$ cat src/sv/mkd_pkg.sv
// Shared types, constants and Morse table for the Morse key decoder.
package mkd_pkg;

  localparam int MAX_SYMBOLS_DEF = 5;

  localparam int MS_W      = 13;
  localparam int TICKS_W   = 16;
  localparam int CFG_IDX_W = 2;
  localparam int CFG_W     = 16;
  localparam int LEN_W     = 3;
  localparam int TBL_BITS_W = 5;
  localparam int ASCII_W   = 7;

  // ms = floor(ticks * 8 / 125) = (ticks * MS_RECIP) >> MS_SHIFT, exact for 16-bit ticks
  localparam int MS_RECIP_W = 20;
  localparam int MS_SHIFT   = 23;
  localparam logic [MS_RECIP_W-1:0] MS_RECIP = 20'd536871;

  localparam logic [MS_W-1:0]    DOT_MIN_RST   = 13'd30;
  localparam logic [MS_W-1:0]    SPLIT_RST     = 13'd200;
  localparam logic [MS_W-1:0]    DASH_MAX_RST  = 13'd400;
  localparam logic [TICKS_W-1:0] GAP_TICKS_RST = 16'd15625;

  typedef enum logic [CFG_IDX_W-1:0] {
    REG_DOT_MIN   = 2'd0,
    REG_SPLIT     = 2'd1,
    REG_DASH_MAX  = 2'd2,
    REG_GAP_TICKS = 2'd3
  } cfg_reg_t;

  typedef enum logic [1:0] {
    SYM_NONE = 2'd0,
    SYM_DOT  = 2'd1,
    SYM_DASH = 2'd2
  } sym_kind_t;

  typedef enum logic {
    MODE_PRESS = 1'b0,
    MODE_GAP   = 1'b1
  } ev_mode_t;

  typedef struct packed {
    logic [MS_W-1:0] dot_min;
    logic [MS_W-1:0] split;
    logic [MS_W-1:0] dash_max;
  } press_bounds_t;

  typedef struct packed {
    logic               hit;
    logic [ASCII_W-1:0] code;
  } char_hit_t;

  typedef struct packed {
    logic [LEN_W-1:0]      len;
    logic [TBL_BITS_W-1:0] bits;
    logic [ASCII_W-1:0]    ascii;
  } morse_entry_t;

  localparam int MORSE_ENTRIES = 36;

  // first symbol in the MSB of the used length, dot 0, dash 1
  localparam morse_entry_t MORSE_TABLE [MORSE_ENTRIES] = '{
    '{3'd2, 5'h01, 7'h41}, '{3'd4, 5'h08, 7'h42}, '{3'd4, 5'h0A, 7'h43},
    '{3'd3, 5'h04, 7'h44}, '{3'd1, 5'h00, 7'h45}, '{3'd4, 5'h02, 7'h46},
    '{3'd3, 5'h06, 7'h47}, '{3'd4, 5'h00, 7'h48}, '{3'd2, 5'h00, 7'h49},
    '{3'd4, 5'h07, 7'h4A}, '{3'd3, 5'h05, 7'h4B}, '{3'd4, 5'h04, 7'h4C},
    '{3'd2, 5'h03, 7'h4D}, '{3'd2, 5'h02, 7'h4E}, '{3'd3, 5'h07, 7'h4F},
    '{3'd4, 5'h06, 7'h50}, '{3'd4, 5'h0D, 7'h51}, '{3'd3, 5'h02, 7'h52},
    '{3'd3, 5'h00, 7'h53}, '{3'd1, 5'h01, 7'h54}, '{3'd3, 5'h01, 7'h55},
    '{3'd4, 5'h01, 7'h56}, '{3'd3, 5'h03, 7'h57}, '{3'd4, 5'h09, 7'h58},
    '{3'd4, 5'h0B, 7'h59}, '{3'd4, 5'h0C, 7'h5A},
    '{3'd5, 5'h0F, 7'h31}, '{3'd5, 5'h07, 7'h32}, '{3'd5, 5'h03, 7'h33},
    '{3'd5, 5'h01, 7'h34}, '{3'd5, 5'h00, 7'h35}, '{3'd5, 5'h10, 7'h36},
    '{3'd5, 5'h18, 7'h37}, '{3'd5, 5'h1C, 7'h38}, '{3'd5, 5'h1E, 7'h39},
    '{3'd5, 5'h1F, 7'h30}
  };

endpackage

$ cat src/sv/morse_key_decoder.sv
// Morse key decoder top level: config registers, pattern state and transfer pipeline.
//
//  channel | direction | handshake          | payload
//  in      | input     | in_valid/in_stall   | in_mode, in_duration_ticks
//  out     | output    | out_valid/out_stall | symbol_kind, char_valid, char_code,
//          |           |                     | unknown_pattern, overflowed
//  cfg     | input     | cfg_we              | cfg_index, cfg_wdata
//
// One item per cycle sustained while out_stall is low. An input transfer goes
// into an input register, then through the ms multiply, classifier and
// table compare into the result register.
// Reset (synchronous) clears the pattern, arm state and both valids and loads the config defaults.
// A stalled result holds; one more item may sit in the input register.
module morse_key_decoder #(
  parameter int MAX_SYMBOLS = mkd_pkg::MAX_SYMBOLS_DEF
) (
  input  logic                           clk,
  input  logic                           rst_n,
  input  logic                           in_valid,
  output logic                           in_stall,
  input  logic                           in_mode,
  input  logic [mkd_pkg::TICKS_W-1:0]    in_duration_ticks,
  output logic                           out_valid,
  input  logic                           out_stall,
  output logic [1:0]                     out_symbol_kind,
  output logic                           out_char_valid,
  output logic [mkd_pkg::ASCII_W-1:0]    out_char_code,
  output logic                           out_unknown_pattern,
  output logic                           out_overflowed,
  input  logic                           cfg_we,
  input  logic [mkd_pkg::CFG_IDX_W-1:0]  cfg_index,
  input  logic [mkd_pkg::CFG_W-1:0]      cfg_wdata
);
  import mkd_pkg::*;

  localparam logic [LEN_W-1:0] MAX_LEN = LEN_W'(MAX_SYMBOLS);

  press_bounds_t        bounds_r;
  logic [TICKS_W-1:0]   gap_ticks_r;

  logic                 s1_valid_r, s1_valid_nxt;
  logic                 s1_mode_r;
  logic [TICKS_W-1:0]   s1_ticks_r;

  logic [MAX_SYMBOLS-1:0] pat_bits_r, pat_bits_nxt;
  logic [LEN_W-1:0]     pat_len_r, pat_len_nxt;
  logic                 gap_done_r, gap_done_nxt;
  logic                 ovf_mark_r, ovf_mark_nxt;

  logic                 out_valid_r, out_valid_nxt;
  sym_kind_t            kind_r, kind_nxt;
  logic                 cvalid_r, cvalid_nxt;
  logic [ASCII_W-1:0]   code_r, code_nxt;
  logic                 unknown_r, unknown_nxt;
  logic                 ovf_r, ovf_nxt;

  logic                 in_xfer;
  logic                 advance;
  sym_kind_t            sym;
  char_hit_t            hit;

  assign advance  = s1_valid_r && (!out_valid_r || !out_stall);
  assign in_stall = s1_valid_r && !advance;
  assign in_xfer  = in_valid && !in_stall;

  mkd_sym_class u_class (
    .ticks  (s1_ticks_r),
    .bounds (bounds_r),
    .kind   (sym)
  );

  mkd_char_lookup #(
    .MAX_SYMBOLS (MAX_SYMBOLS)
  ) u_lookup (
    .pat_bits (pat_bits_r),
    .pat_len  (pat_len_r),
    .result   (hit)
  );

  always_comb begin
    pat_bits_nxt = pat_bits_r;
    pat_len_nxt  = pat_len_r;
    gap_done_nxt = gap_done_r;
    ovf_mark_nxt = ovf_mark_r;
    kind_nxt     = SYM_NONE;
    cvalid_nxt   = 1'b0;
    code_nxt     = '0;
    unknown_nxt  = 1'b0;
    ovf_nxt      = 1'b0;
    if (ev_mode_t'(s1_mode_r) == MODE_PRESS) begin
      if (sym != SYM_NONE) begin
        gap_done_nxt = 1'b0;
        if (pat_len_r < MAX_LEN) begin
          pat_bits_nxt = {pat_bits_r[MAX_SYMBOLS-2:0], sym == SYM_DASH};
          pat_len_nxt  = pat_len_r + 1'b1;
          kind_nxt     = sym;
        end else begin
          ovf_mark_nxt = 1'b1;
          ovf_nxt      = 1'b1;
        end
      end
    end else if (s1_ticks_r > gap_ticks_r && !gap_done_r) begin
      if (ovf_mark_r) begin
        unknown_nxt = 1'b1;
        ovf_nxt     = 1'b1;
      end else if (pat_len_r != '0) begin
        cvalid_nxt  = hit.hit;
        code_nxt    = hit.code;
        unknown_nxt = !hit.hit;
      end
      pat_bits_nxt = '0;
      pat_len_nxt  = '0;
      ovf_mark_nxt = 1'b0;
      gap_done_nxt = 1'b1;
    end
  end

  always_comb begin
    if (in_xfer) begin
      s1_valid_nxt = 1'b1;
    end else if (advance) begin
      s1_valid_nxt = 1'b0;
    end else begin
      s1_valid_nxt = s1_valid_r;
    end
    out_valid_nxt = advance || (out_valid_r && out_stall);
  end

  always_ff @(posedge clk) begin
    if (!rst_n) begin
      bounds_r.dot_min  <= DOT_MIN_RST;
      bounds_r.split    <= SPLIT_RST;
      bounds_r.dash_max <= DASH_MAX_RST;
      gap_ticks_r       <= GAP_TICKS_RST;
      s1_valid_r        <= 1'b0;
      out_valid_r       <= 1'b0;
      pat_bits_r        <= '0;
      pat_len_r         <= '0;
      gap_done_r        <= 1'b0;
      ovf_mark_r        <= 1'b0;
    end else begin
      if (cfg_we) begin
        unique case (cfg_reg_t'(cfg_index))
          REG_DOT_MIN:   bounds_r.dot_min  <= cfg_wdata[MS_W-1:0];
          REG_SPLIT:     bounds_r.split    <= cfg_wdata[MS_W-1:0];
          REG_DASH_MAX:  bounds_r.dash_max <= cfg_wdata[MS_W-1:0];
          REG_GAP_TICKS: gap_ticks_r       <= cfg_wdata[TICKS_W-1:0];
          default: ;
        endcase
      end
      s1_valid_r  <= s1_valid_nxt;
      out_valid_r <= out_valid_nxt;
      if (advance) begin
        pat_bits_r <= pat_bits_nxt;
        pat_len_r  <= pat_len_nxt;
        gap_done_r <= gap_done_nxt;
        ovf_mark_r <= ovf_mark_nxt;
      end
    end
  end

  always_ff @(posedge clk) begin
    if (in_xfer) begin
      s1_mode_r  <= in_mode;
      s1_ticks_r <= in_duration_ticks;
    end
    if (advance) begin
      kind_r    <= kind_nxt;
      cvalid_r  <= cvalid_nxt;
      code_r    <= code_nxt;
      unknown_r <= unknown_nxt;
      ovf_r     <= ovf_nxt;
    end
  end

  assign out_valid           = out_valid_r;
  assign out_symbol_kind     = kind_r;
  assign out_char_valid      = cvalid_r;
  assign out_char_code       = code_r;
  assign out_unknown_pattern = unknown_r;
  assign out_overflowed      = ovf_r;

endmodule

$ cat src/sv/mkd_sym_class.sv
// Press length to milliseconds and dot/dash classification.
module mkd_sym_class (
  input  logic [mkd_pkg::TICKS_W-1:0] ticks,
  input  mkd_pkg::press_bounds_t      bounds,
  output mkd_pkg::sym_kind_t          kind
);
  import mkd_pkg::*;

  localparam int PROD_W = TICKS_W + MS_RECIP_W;

  logic [PROD_W-1:0] prod;
  logic [MS_W-1:0]   ms;

  assign prod = PROD_W'(ticks) * PROD_W'(MS_RECIP);
  assign ms   = prod[MS_SHIFT +: MS_W];

  always_comb begin
    if (ms > bounds.dot_min && ms < bounds.split) begin
      kind = SYM_DOT;
    end else if (ms > bounds.split && ms < bounds.dash_max) begin
      kind = SYM_DASH;
    end else begin
      kind = SYM_NONE;
    end
  end

endmodule

$ cat src/sv/mkd_char_lookup.sv
// Pattern to ASCII lookup over the letter and digit table.
module mkd_char_lookup #(
  parameter int MAX_SYMBOLS = mkd_pkg::MAX_SYMBOLS_DEF
) (
  input  logic [MAX_SYMBOLS-1:0]    pat_bits,
  input  logic [mkd_pkg::LEN_W-1:0] pat_len,
  output mkd_pkg::char_hit_t        result
);
  import mkd_pkg::*;

  localparam int CMP_W = (MAX_SYMBOLS > TBL_BITS_W) ? MAX_SYMBOLS : TBL_BITS_W;

  always_comb begin
    logic match;
    result = '0;
    for (int k = 0; k < MORSE_ENTRIES; k++) begin
      match = (MORSE_TABLE[k].len == pat_len) &&
              (CMP_W'(MORSE_TABLE[k].bits) == CMP_W'(pat_bits));
      result.hit  = result.hit | match;
      result.code = result.code | (match ? MORSE_TABLE[k].ascii : '0);
    end
  end

endmodule

$ cat config.mk
export PLATFORM = sky130hd
export DESIGN_NAME = morse_key_decoder
export DESIGN_NICKNAME = d
export VERILOG_FILES = /design/src/sv/mkd_pkg.sv /design/src/sv/morse_key_decoder.sv /design/src/sv/mkd_sym_class.sv /design/src/sv/mkd_char_lookup.sv
export SDC_FILE = /design/constraint.sdc
export NUM_CORES = 1
export LEC_CHECK = 0
export ABC_AREA = 1
export BUFFER_PORTS_ARGS = -buffer_cell sky130_fd_sc_hd__buf_2
export CAP_MARGIN = 20
export CORE_MARGIN = 2
export CORE_UTILIZATION = 58
export CTS_BUF_LIST = sky130_fd_sc_hd__clkbuf_2
export CTS_CLUSTER_SIZE = 20
export DETAILED_ROUTE_END_ITERATION = 12
export HOLD_SLACK_MARGIN = 0.15
export PLACE_DENSITY_LB_ADDON = 0.2
export RECOVER_POWER = 25
export SLEW_MARGIN = 0
export SYNTH_ARGS = -nofsm -noshare
export SYNTH_HDL_FRONTEND = slang
export SYNTH_SLANG_ARGS = --single-unit
$ cat constraint.sdc
create_clock -name clk -period 6.6 [get_ports clk]
set_input_delay 0.66 -clock clk [delete_from_list [all_inputs] [get_ports clk]]
set_output_delay 0.66 -clock clk [all_outputs]
set_load 0.01 [all_outputs]
==> out/qor.csv, run 1 <==
stage,metric,value,unit
floorplanning,Ports,54,
power_and_ir_drop,pwr dens,341,nW/um2
route,DRT Pass-1 Iters,5,
global_routing,routing usage on met1,37.0,%
global_routing,Overall Global Routing Usage,28.1,%
sta,Hold WS,0.193,ns
logic_synthesis,Yosys Warn Count,0,
critical_path,worst r2r src,s1_ticks_r[13]$_DFFE_PP_,
sta,fmax,144,MHz
critical_path,crit end category,flop,
global_routing,first-pass GRT wire length,39.8,mm
logic_synthesis,post-synthesis register bit count,96,
sta,setup TNS,-3.50,ns
cells_and_area,area grow syn2layout,14.9,%
min_path,Worst Hold Class,primary input to flop,
sta,Final setup viols,13,
route,DRC errors left,0,
critical_path,worst path bufs/invs,9,
place,Port-buffer cells,53,
clock_network,CTS Buf Count,9,
route,post-route ant nets,0,
floorplanning,Rows,47,
logic_synthesis,sequential-to-total area share from yosys stat,22.8,%
critical_path,Worst Setup Start Kind,flop,
sta,Final Hold Viols,0,
sta,Slew @ Worst Pin,0.976,ns
min_path,hold path cells,1,
floorplanning,Starting Density,59.0,%
critical_path,slowest cell on the critical path,fa_2,
clock_network,Root Buffer,clkbuf_2,
critical_path,CP top delay family,adder cells,
global_routing,largest net degree at the start of global routing,60,
clock_network,TritonCTS clock tree,built,
critical_path,R2R Setup Slk,-0.34,ns
logic_synthesis,Synth Flop Type,dfxtp_1,
place,Routability Congestion,0.933,
route,via count,8265,
clock_network,clock latency on the worst-skew pair,0.65,ns
clock_network,maximum buffer depth of the clock tree,2,
sta,Clock Skews,0.0395,ns
logic_synthesis,mean post-synth cell area,8.14,um2
critical_path,Max stage delay on crit path,0.60,ns
status,violated checks,negative setup slack,
cells_and_area,share of layout cells above drive strength 1,16.1,%
status,outcome,"complete, but fails checks",
route,drt wl/cell,15.6,um
route,vias per cell,5.34,
global_routing,M2 GR Usage,48.5,%
floorplanning,Core ar.,16500,um2
global_routing,global route overflow,0,
route,1st-iter DRT viols,536,
critical_path,Critical Path AT,7.51,ns
min_path,Hold Path Origin,in_duration_ticks[9],
clock_network,Clock Sinks,96,
sta,Final WS setup,-0.342,ns
power_and_ir_drop,peak supply drop,0.000397,V
logic_synthesis,Mapped Area,9720,um2
sta,Max-slew headroom,34.7,%
logic_synthesis,asr flop ratio synth,0,%
global_routing,initial antenna violation count,1,
critical_path,CP Data Required Time,7.17,ns
global_routing,vias in the first global route,8230,
sta,fin crit period,6.94,ns
power_and_ir_drop,P_leak,5.86,nW
place,placed cells,1507,
floorplanning,die footprint,17800,um2
sta,Final Slew Violations,0,
clock_network,H-tree levels,3,
power_and_ir_drop,Tot Pwr,3.81,mW
global_routing,met3 Usage GRT,3.12,%
floorplanning,DIE HEIGHT,133,um
min_path,WHS Endpoint,s1_ticks_r[9]$_DFFE_PP_,
cells_and_area,Non-Filler Instances,1549,
logic_synthesis,Post-synth EDFFs,29,
critical_path,crit-path most repeated cell,nand2_1,
cells_and_area,end-of-flow core utilization,67.8,%
critical_path,kind of critical path,flop to flop,
logic_synthesis,Syn Inst Count,1193,
critical_path,R2R Path End,pat_bits_r[1]$_SDFFE_PN0P_,
cells_and_area,Final nets,1627,
sta,crit share post-route,105,%
critical_path,worst r2r path cells,38,
global_routing,gr busiest metal,met2,
logic_synthesis,post-synth net total,1497,
route,routed wire length,24.1,mm
place,Detailed Place HPWL,19.7,mm
clock_network,Worst-path clk slew,0.27,ns
flow_run,Max-Cap Viols,0,
logic_synthesis,Yosys cell types,48,
floorplanning,Die X,133,um
sta,RSZ-0062 raised after global routing,yes,
critical_path,Critical Path Fanout Max,4,
-- metrics by stage --
stage | instance area [um2] | setup WS [ns]
floorplan | 9720 | 0.0272
global placement | 10600 | -0.257
detailed placement | 10600 | -0.432
CTS | 11000 | -0.258
global route | 11200 | -0.633
finish | 11200 | -0.342
-- layout make-up --
type	instances	area, um2
Inverter	283	1060
Sequential cell	96	2210
Tap cell	220	275
Clock inverter	7	62.6
Timing Repair Buffer	129	866
Fill cell	1347	5300
Clock buffer	9	45.0
Multi-Input combinational cell	804	6640
Antenna cell	1	2.50
-- cell families after synthesis --
logic type / count (synthesis) / synth area share, %
AO/OA/AOI/OAI: 212 / 12.0
AND/OR/NAND/NOR: 317 / 14.3
flip-flops: 96 / 22.8
buffers and inverters: 294 / 11.4
XOR/XNOR: 10 / 0.901
adder cells (fa/ha/maj): 264 / 38.7
-- flip-flops by register name, summed over array words and instances, names as in the netlist, 2 cells and up --
name             count
gap_ticks_r         16
pat_bits_r           5
out_symbol_kind      2
out_char_code        7
pat_len_r            3
s1_ticks_r          16
bounds_r            39
-- cells in the mapped netlist, types with 2 or more instances --
library cell | instances | area share, %
nand3_1 | 25 | 1.3
nand2_2 | 3 | 0.19
o21bai_1 | 2 | 0.15
inv_1 | 272 | 11
nor3_1 | 15 | 0.77
clkinv_1 | 3 | 0.12
fa_1 | 61 | 13
a21boi_2 | 2 | 0.23
edfxtp_1 | 29 | 9.0
nand4_1 | 16 | 1.0
xor2_1 | 4 | 0.36
nor2_2 | 3 | 0.19
nor4_1 | 4 | 0.26
o21ai_0 | 67 | 3.5
a221oi_1 | 2 | 0.18
o211ai_1 | 11 | 0.85
or2_2 | 3 | 0.19
ha_1 | 203 | 26
a21oi_1 | 104 | 5.4
a31oi_1 | 4 | 0.26
inv_2 | 8 | 0.31
clkbuf_1 | 10 | 0.39
nand2_1 | 157 | 6.1
o21a_1 | 2 | 0.15
nor3_2 | 2 | 0.21
a21o_1 | 3 | 0.23
o21ai_1 | 5 | 0.26
nor2_1 | 79 | 3.1
xnor2_1 | 6 | 0.54
a211oi_1 | 3 | 0.23
dfxtp_1 | 67 | 14
nand3_4 | 2 | 0.36
-- worst max-delay path by stage --
| stage | startpoint | endpoint | slack [ns] | cells after the start |
|---|---|---|---|---|
| 3_5_place_dp | s1_ticks_r[13]$_DFFE_PP_ | pat_len_r[1]$_SDFFE_PN0P_ | -0.43 | 35 |
| 4_1_cts | s1_ticks_r[15]$_DFFE_PP_ | pat_bits_r[2]$_SDFFE_PN0P_ | -0.26 | 35 |
| 6_report | s1_ticks_r[13]$_DFFE_PP_ | pat_bits_r[1]$_SDFFE_PN0P_ | -0.34 | 38 |
| 2_1_floorplan | s1_ticks_r[13]$_DFFE_PP_ | pat_bits_r[0]$_SDFFE_PN0P_ | 0.03 | 35 |
| 3_3_place_gp | s1_ticks_r[14]$_DFFE_PP_ | pat_bits_r[0]$_SDFFE_PN0P_ | -0.26 | 37 |
| 5_1_grt | s1_ticks_r[13]$_DFFE_PP_ | pat_len_r[0]$_SDFFE_PN0P_ | -0.63 | 36 |
-- cells in the final DEF (no fill, tap or decap), types with 18 or more instances in the layout --
master,n
edfxtp_1,29
nor2_1,75
fa_1,56
o21ai_0,65
inv_1,262
buf_2,51
inv_2,18
nand3_1,22
ha_1,197
a21oi_1,96
buf_4,64
nand2_1,148
dfxtp_1,67
-- worst reg2reg max path: cells and delay by family (launching register included) --
family	cells	cell delay (ns)
AO/OA/AOI/OAI	6	0.89
XOR/XNOR	1	0.08
adder cells (fa/ha/maj)	8	3.48
buffers and inverters	9	0.79
flip-flops	1	0.48
AND/OR/NAND/NOR	14	1.16
-- per-layer routing --
layer	part of all wire, %	vias to the layer above
li1	-	4141
met1	44	3882
met2	49	200
met3	3.8	42
met4	2.7	0
met5	0	-
-- where the power goes --
part	switching, mW	internal (mW)
Sequential	0.0226	0.644
Clock	0.229	0.0596
Combinational	1.61	1.25
-- what timing repair did --
action / CTS / global route
gates cloned: 1 / 0
hold endpoints to repair: 9 / 1
resized for setup: 22 / 36
hold buffers: 9 / 1
setup buffers: 7 / 7
pin swaps: 35 / 44
setup endpoints to repair: 13 / 13
Power figures use the tool's default switching activity.
==> run 2, diff against run 1 <==
CELL_PAD_IN_SITES_DETAIL_PLACEMENT = 0   (was unset)
CELL_PAD_IN_SITES_GLOBAL_PLACEMENT = 1   (was unset)
CORE_UTILIZATION = 44   (was 58)
==> run 2 against run 1 <==
Against the previous run: critical path type unchanged; fmax up 0.52%; clock skew about the same; the run still ends with negative setup slack left; register-to-register slack better by 0.04 ns; total power down 0.31%; die area up 31%; via count down 2.8%; non-clock buffer count up 1.
==> out/qor.csv, run 2 (same netlist as run 1, synthesis figures left out) <==
stage,metric,value,unit
cells_and_area,Top reg by flops,bounds_r,
global_routing,vias in the first global route,7887,
floorplanning,die footprint,23300,um2
route,DRT Pass-1 Iters,4,
clock_network,Clock Sinks,96,
global_routing,initial antenna violation count,1,
cells_and_area,end-of-flow core utilization,52.2,%
place,placed cell area,10700,um2
critical_path,Max stage delay on crit path,0.60,ns
sta,setup TNS,-2.95,ns
clock_network,Root Buffer,clkbuf_2,
route,routed wire length,24.6,mm
power_and_ir_drop,peak supply drop,0.000252,V
global_routing,largest net degree at the start of global routing,60,
route,vias per cell,4.99,
critical_path,kind of critical path,flop to flop,
place,Routability Congestion,0.874,
clock_network,H-tree levels,3,
clock_network,Worst-path clk slew,0.29,ns
flow_run,Max-Cap Viols,0,
critical_path,crit end category,flop,
route,DRC errors left,0,
power_and_ir_drop,pwr dens,334,nW/um2
floorplanning,DIE HEIGHT,153,um
min_path,Worst Hold Class,primary input to flop,
cells_and_area,Final nets,1627,
clock_network,clock latency on the worst-skew pair,0.62,ns
min_path,hold path cells,1,
sta,crit share post-route,105,%
floorplanning,Rows,54,
power_and_ir_drop,P_leak,5.88,nW
route,1st-iter DRT viols,294,
sta,fin crit period,6.91,ns
sta,Final setup viols,13,
critical_path,Critical Path Fanout Max,8,
route,drt wl/cell,15.3,um
sta,Final Hold Viols,0,
critical_path,Critical Path AT,7.46,ns
global_routing,Overall Global Routing Usage,21.5,%
critical_path,worst path bufs/invs,6,
power_and_ir_drop,Tot Pwr,3.80,mW
global_routing,first-pass GRT wire length,40.3,mm
clock_network,TritonCTS clock tree,built,
critical_path,Worst Setup Start Kind,flop,
floorplanning,Ports,54,
status,outcome,"complete, but fails checks",
global_routing,global route overflow,0,
critical_path,total stage count of the critical path,33,
critical_path,CP Data Required Time,7.15,ns
sta,Final Slew Violations,0,
cells_and_area,Largest register FFs,39,
route,via count,8032,
critical_path,worst r2r path cells,33,
cells_and_area,area grow syn2layout,17.0,%
sta,Final WS setup,-0.306,ns
clock_network,CTS Buf Count,9,
sta,fmax,145,MHz
critical_path,slowest cell on the critical path,fa_1,
floorplanning,Starting Density,44.7,%
cells_and_area,share of layout cells above drive strength 1,15.7,%
route,post-route ant nets,0,
cells_and_area,biggest regs,"bounds_r: 39 flops, gap_ticks_r: 16 flops, s1_ticks_r: 16 flops",
status,violated checks,negative setup slack,
cells_and_area,most frequent cells in the layout,"267 x inv_1, 192 x ha_1, 149 x nand2_1, 99 x a21oi_1, 74 x nor2_1",
sta,Slew @ Worst Pin,0.988,ns
floorplanning,Die X,153,um
sta,Clock Skews,0.0391,ns
cells_and_area,"most common cell after layout, fill and taps aside",inv_1,
clock_network,maximum buffer depth of the clock tree,2,
sta,Max-slew headroom,33.6,%
sta,Hold WS,0.208,ns
critical_path,CP top delay family,adder cells,
place,Port-buffer cells,53,
cells_and_area,"Design Area, Final",11400,um2
floorplanning,Core ar.,21800,um2
sta,RSZ-0062 raised after global routing,yes,
place,Detailed Place HPWL,20.1,mm
run 2: changes by cell type in the layout (fill, tap and decap cells not counted), moves of 3 or more:
cell	change
a21oi_1	+3
a21oi_2	-4
buf_4	-5
ha_1	-5
ha_4	+5
inv_1	+5
inv_2	-4
nand2_2	-3
run 2: final cells by class:
| class | count | area (um2) |
|---|---|---|
| fillers | 2142 | 10400 |
| multi-input cells | 803 | 6730 |
| flip-flops and latches | 96 | 2210 |
| inverters | 283 | 1060 |
| repair buffers | 130 | 895 |
| well taps | 280 | 350 |
| clock inverters | 7 | 70.1 |
| clock buffers | 9 | 45.0 |
| diodes | 1 | 2.50 |
run 2: through the flow:
stage                     worst slack, ns  cells
final                              -0.306   1609
after global routing               -0.689   1609
after CTS                          -0.374   1606
after detailed placement           -0.484   1574
after global placement             -0.381   1574
after floorplan                    0.0272   1193
run 2: repair_timing:
item / in CTS / in global routing
pin swaps: 36 / 34
gates resized for setup: 39 / 30
hold buffers: 12 / 0
endpoints found under the setup margin: 13 / 13
hold endpoints to repair: 12 / 0
setup buffers: 5 / 2
cloned: 0 / 0
run 2: routing by layer:
layer,up-vias,GRT usage [%],share of wire [%]
met5,-,0,0
met4,0,5.42,1.2
met3,25,2.02,2.1
met2,101,37.5,49
met1,3765,28.7,47
li1,4141,-,-
run 2: worst paths after layout:
kind                                   from                         to  slack, ns
setup / recovery   s1_ticks_r[13]$_DFFE_PP_  pat_len_r[0]$_SDFFE_PN0P_      -0.31
setup reg to reg   s1_ticks_r[13]$_DFFE_PP_  pat_len_r[0]$_SDFFE_PN0P_      -0.31
hold reg to reg   bounds_r[31]$_SDFFE_PN0P_  bounds_r[31]$_SDFFE_PN0P_       0.48
hold / removal         in_duration_ticks[8]    s1_ticks_r[8]$_DFFE_PP_       0.21
run 2: where the power goes:
part           switching [mW]  internal (mW)  total, mW
Clock                   0.222         0.0889      0.310
Sequential             0.0218          0.644      0.666
Combinational            1.59           1.23       2.82
Total                    1.83           1.97       3.80
==> run 3, diff against run 2 <==
CORE_UTILIZATION = 49   (was 44)
clock period = 7 ns   (was 6.6 ns; I/O delays follow)
==> run 3 against run 2 <==
Against the previous run: the run now ends clean; wire length fell by 1.4%; combinational power decreased by 12%; sequential cell count unchanged; via count is 1.3% lower; first-iteration DRC count rose by 9.5%; global-route usage up 2.6 points; clock power decreased by 19%; sequential power shrank 5.3%.
==> out/qor.csv, run 3 (same netlist as run 1, synthesis figures left out) <==
stage,metric,value,unit
status,outcome,finished clean,
critical_path,Max stage delay on crit path,0.61,ns
sta,RSZ-0062 raised after global routing,yes,
power_and_ir_drop,Tot Pwr,3.36,mW
cells_and_area,Non-Filler Instances,1556,
power_and_ir_drop,pwr dens,309,nW/um2
clock_network,Worst-path clk slew,0.27,ns
critical_path,Critical Path AT,7.55,ns
floorplanning,DIE HEIGHT,145,um
clock_network,CTS Buf Count,9,
route,post-route ant nets,0,
global_routing,Overall Global Routing Usage,24.1,%
cells_and_area,"most common cell after layout, fill and taps aside",inv_1,
critical_path,Worst Setup Start Kind,flop,
route,1st-iter DRT viols,322,
clock_network,TritonCTS clock tree,built,
global_routing,global route overflow,0,
sta,Final WS setup,0.0143,ns
sta,Slew @ Worst Pin,1.07,ns
critical_path,CP Data Required Time,7.56,ns
global_routing,first-pass GRT wire length,38.6,mm
floorplanning,Ports,54,
sta,Final setup viols,0,
sta,fin crit period,6.99,ns
floorplanning,Starting Density,49.9,%
sta,crit share post-route,99.8,%
power_and_ir_drop,peak supply drop,0.000250,V
route,drt wl/cell,15.6,um
route,routed wire length,24.3,mm
place,Port-buffer cells,53,
critical_path,Critical Path Fanout Max,8,
cells_and_area,area grow syn2layout,11.8,%
place,Detailed Place HPWL,20.1,mm
floorplanning,die footprint,21000,um2
place,Routability Congestion,0.875,
place,placed cells,1531,
power_and_ir_drop,P_leak,5.68,nW
clock_network,CTS Hold Bufs,0,
cells_and_area,Largest register FFs,39,
global_routing,largest net degree at the start of global routing,60,
sta,Final Slew Violations,0,
cells_and_area,end-of-flow core utilization,55.8,%
clock_network,H-tree levels,3,
critical_path,kind of critical path,flop to flop,
sta,Hold WS,0.223,ns
critical_path,crit end category,flop,
route,DRC errors left,0,
clock_network,clock latency on the worst-skew pair,0.65,ns
floorplanning,Die X,145,um
sta,Final Hold Viols,0,
route,DRT Pass-1 Iters,5,
sta,fmax,143,MHz
route,via count,7924,
floorplanning,Rows,51,
clock_network,Root Buffer,clkbuf_2,
floorplanning,Core ar.,19500,um2
global_routing,vias in the first global route,7587,
place,post-place setup slack,-0.198,ns
sta,Max-slew headroom,28.1,%
flow_run,Max-Cap Viols,0,
route,vias per cell,5.09,
critical_path,slowest cell on the critical path,fa_2,
clock_network,maximum buffer depth of the clock tree,2,
cells_and_area,most frequent cells in the layout,"266 x inv_1, 195 x ha_1, 150 x nand2_1, 102 x a21oi_1, 75 x nor2_1",
cells_and_area,biggest regs,"bounds_r: 39 flops, gap_ticks_r: 16 flops, s1_ticks_r: 16 flops",
clock_network,Clock Sinks,96,
cells_and_area,Top reg by flops,bounds_r,
cells_and_area,share of layout cells above drive strength 1,13.1,%
min_path,Worst Hold Class,primary input to flop,
sta,Clock Skews,0.0563,ns
critical_path,crit-path most repeated cell,inv_2,
global_routing,initial antenna violation count,1,
cells_and_area,Final nets,1589,
run 3: worst paths after layout:
kind,to,slack [ns],start,cells past startpoint
worst max-delay path,pat_bits_r[0]$_SDFFE_PN0P_,0.01,s1_ticks_r[14]$_DFFE_PP_,35
worst min-delay path,s1_ticks_r[12]$_DFFE_PP_,0.22,in_duration_ticks[12],1
worst max register to register,pat_bits_r[0]$_SDFFE_PN0P_,0.01,s1_ticks_r[14]$_DFFE_PP_,35
worst min register to register,bounds_r[22]$_SDFFE_PN0P_,0.48,bounds_r[22]$_SDFFE_PN0P_,2
run 3: power by group:
group	internal (mW)	total, mW	leakage (nW)	switching, mW
Combinational	1.01	2.48	4.79	1.46
Clock	0.0475	0.251	0.0613	0.203
Sequential	0.607	0.631	0.831	0.0234
run 3: cell type report:
type                    instances  area [um2]
diodes                          1        2.50
clock buffers                   9        45.0
clock inverters                 7        47.5
fillers                      1859        8600
inverters                     283        1060
multi-input cells             804        6610
flip-flops and latches         96        2210
well taps                     265         332
repair buffers                 91         552
run 3: worst max-delay path, delay by kind of cell, from the launching register on:
| kind | cells | cell delay (ns) |
|---|---|---|
| AO/OA/AOI/OAI | 7 | 0.97 |
| flip-flops | 1 | 0.53 |
| XOR/XNOR | 1 | 0.21 |
| adder cells (fa/ha/maj) | 8 | 3.55 |
| buffers and inverters | 5 | 0.25 |
| AND/OR/NAND/NOR | 14 | 1.42 |
run 3: routing by layer:
layer  wire, um  global-route usage (%)
met1      11100                    31.8
met2      12200                    42.8
met3        551                    2.07
met4        415                    5.72
met5          0                       0
run 3: what timing repair did:
| item | 4_1_cts | 5_1_grt |
|---|---|---|
| gates cloned | 1 | 0 |
| hold endpoints to repair | 0 | 0 |
| pin swaps | 12 | 35 |
| setup buffers | 1 | 6 |
| gates resized for setup | 9 | 35 |
| setup endpoints to repair | 13 | 13 |
run 3: stage by stage:
stage | area [um2] | setup TNS [ns]
2_1_floorplan | 9720 | 0
3_3_place_gp | 10500 | -0.0187
3_5_place_dp | 10500 | -1.76
4_1_cts | 10700 | 0
5_1_grt | 10900 | -3.57
6_report | 10900 | 0
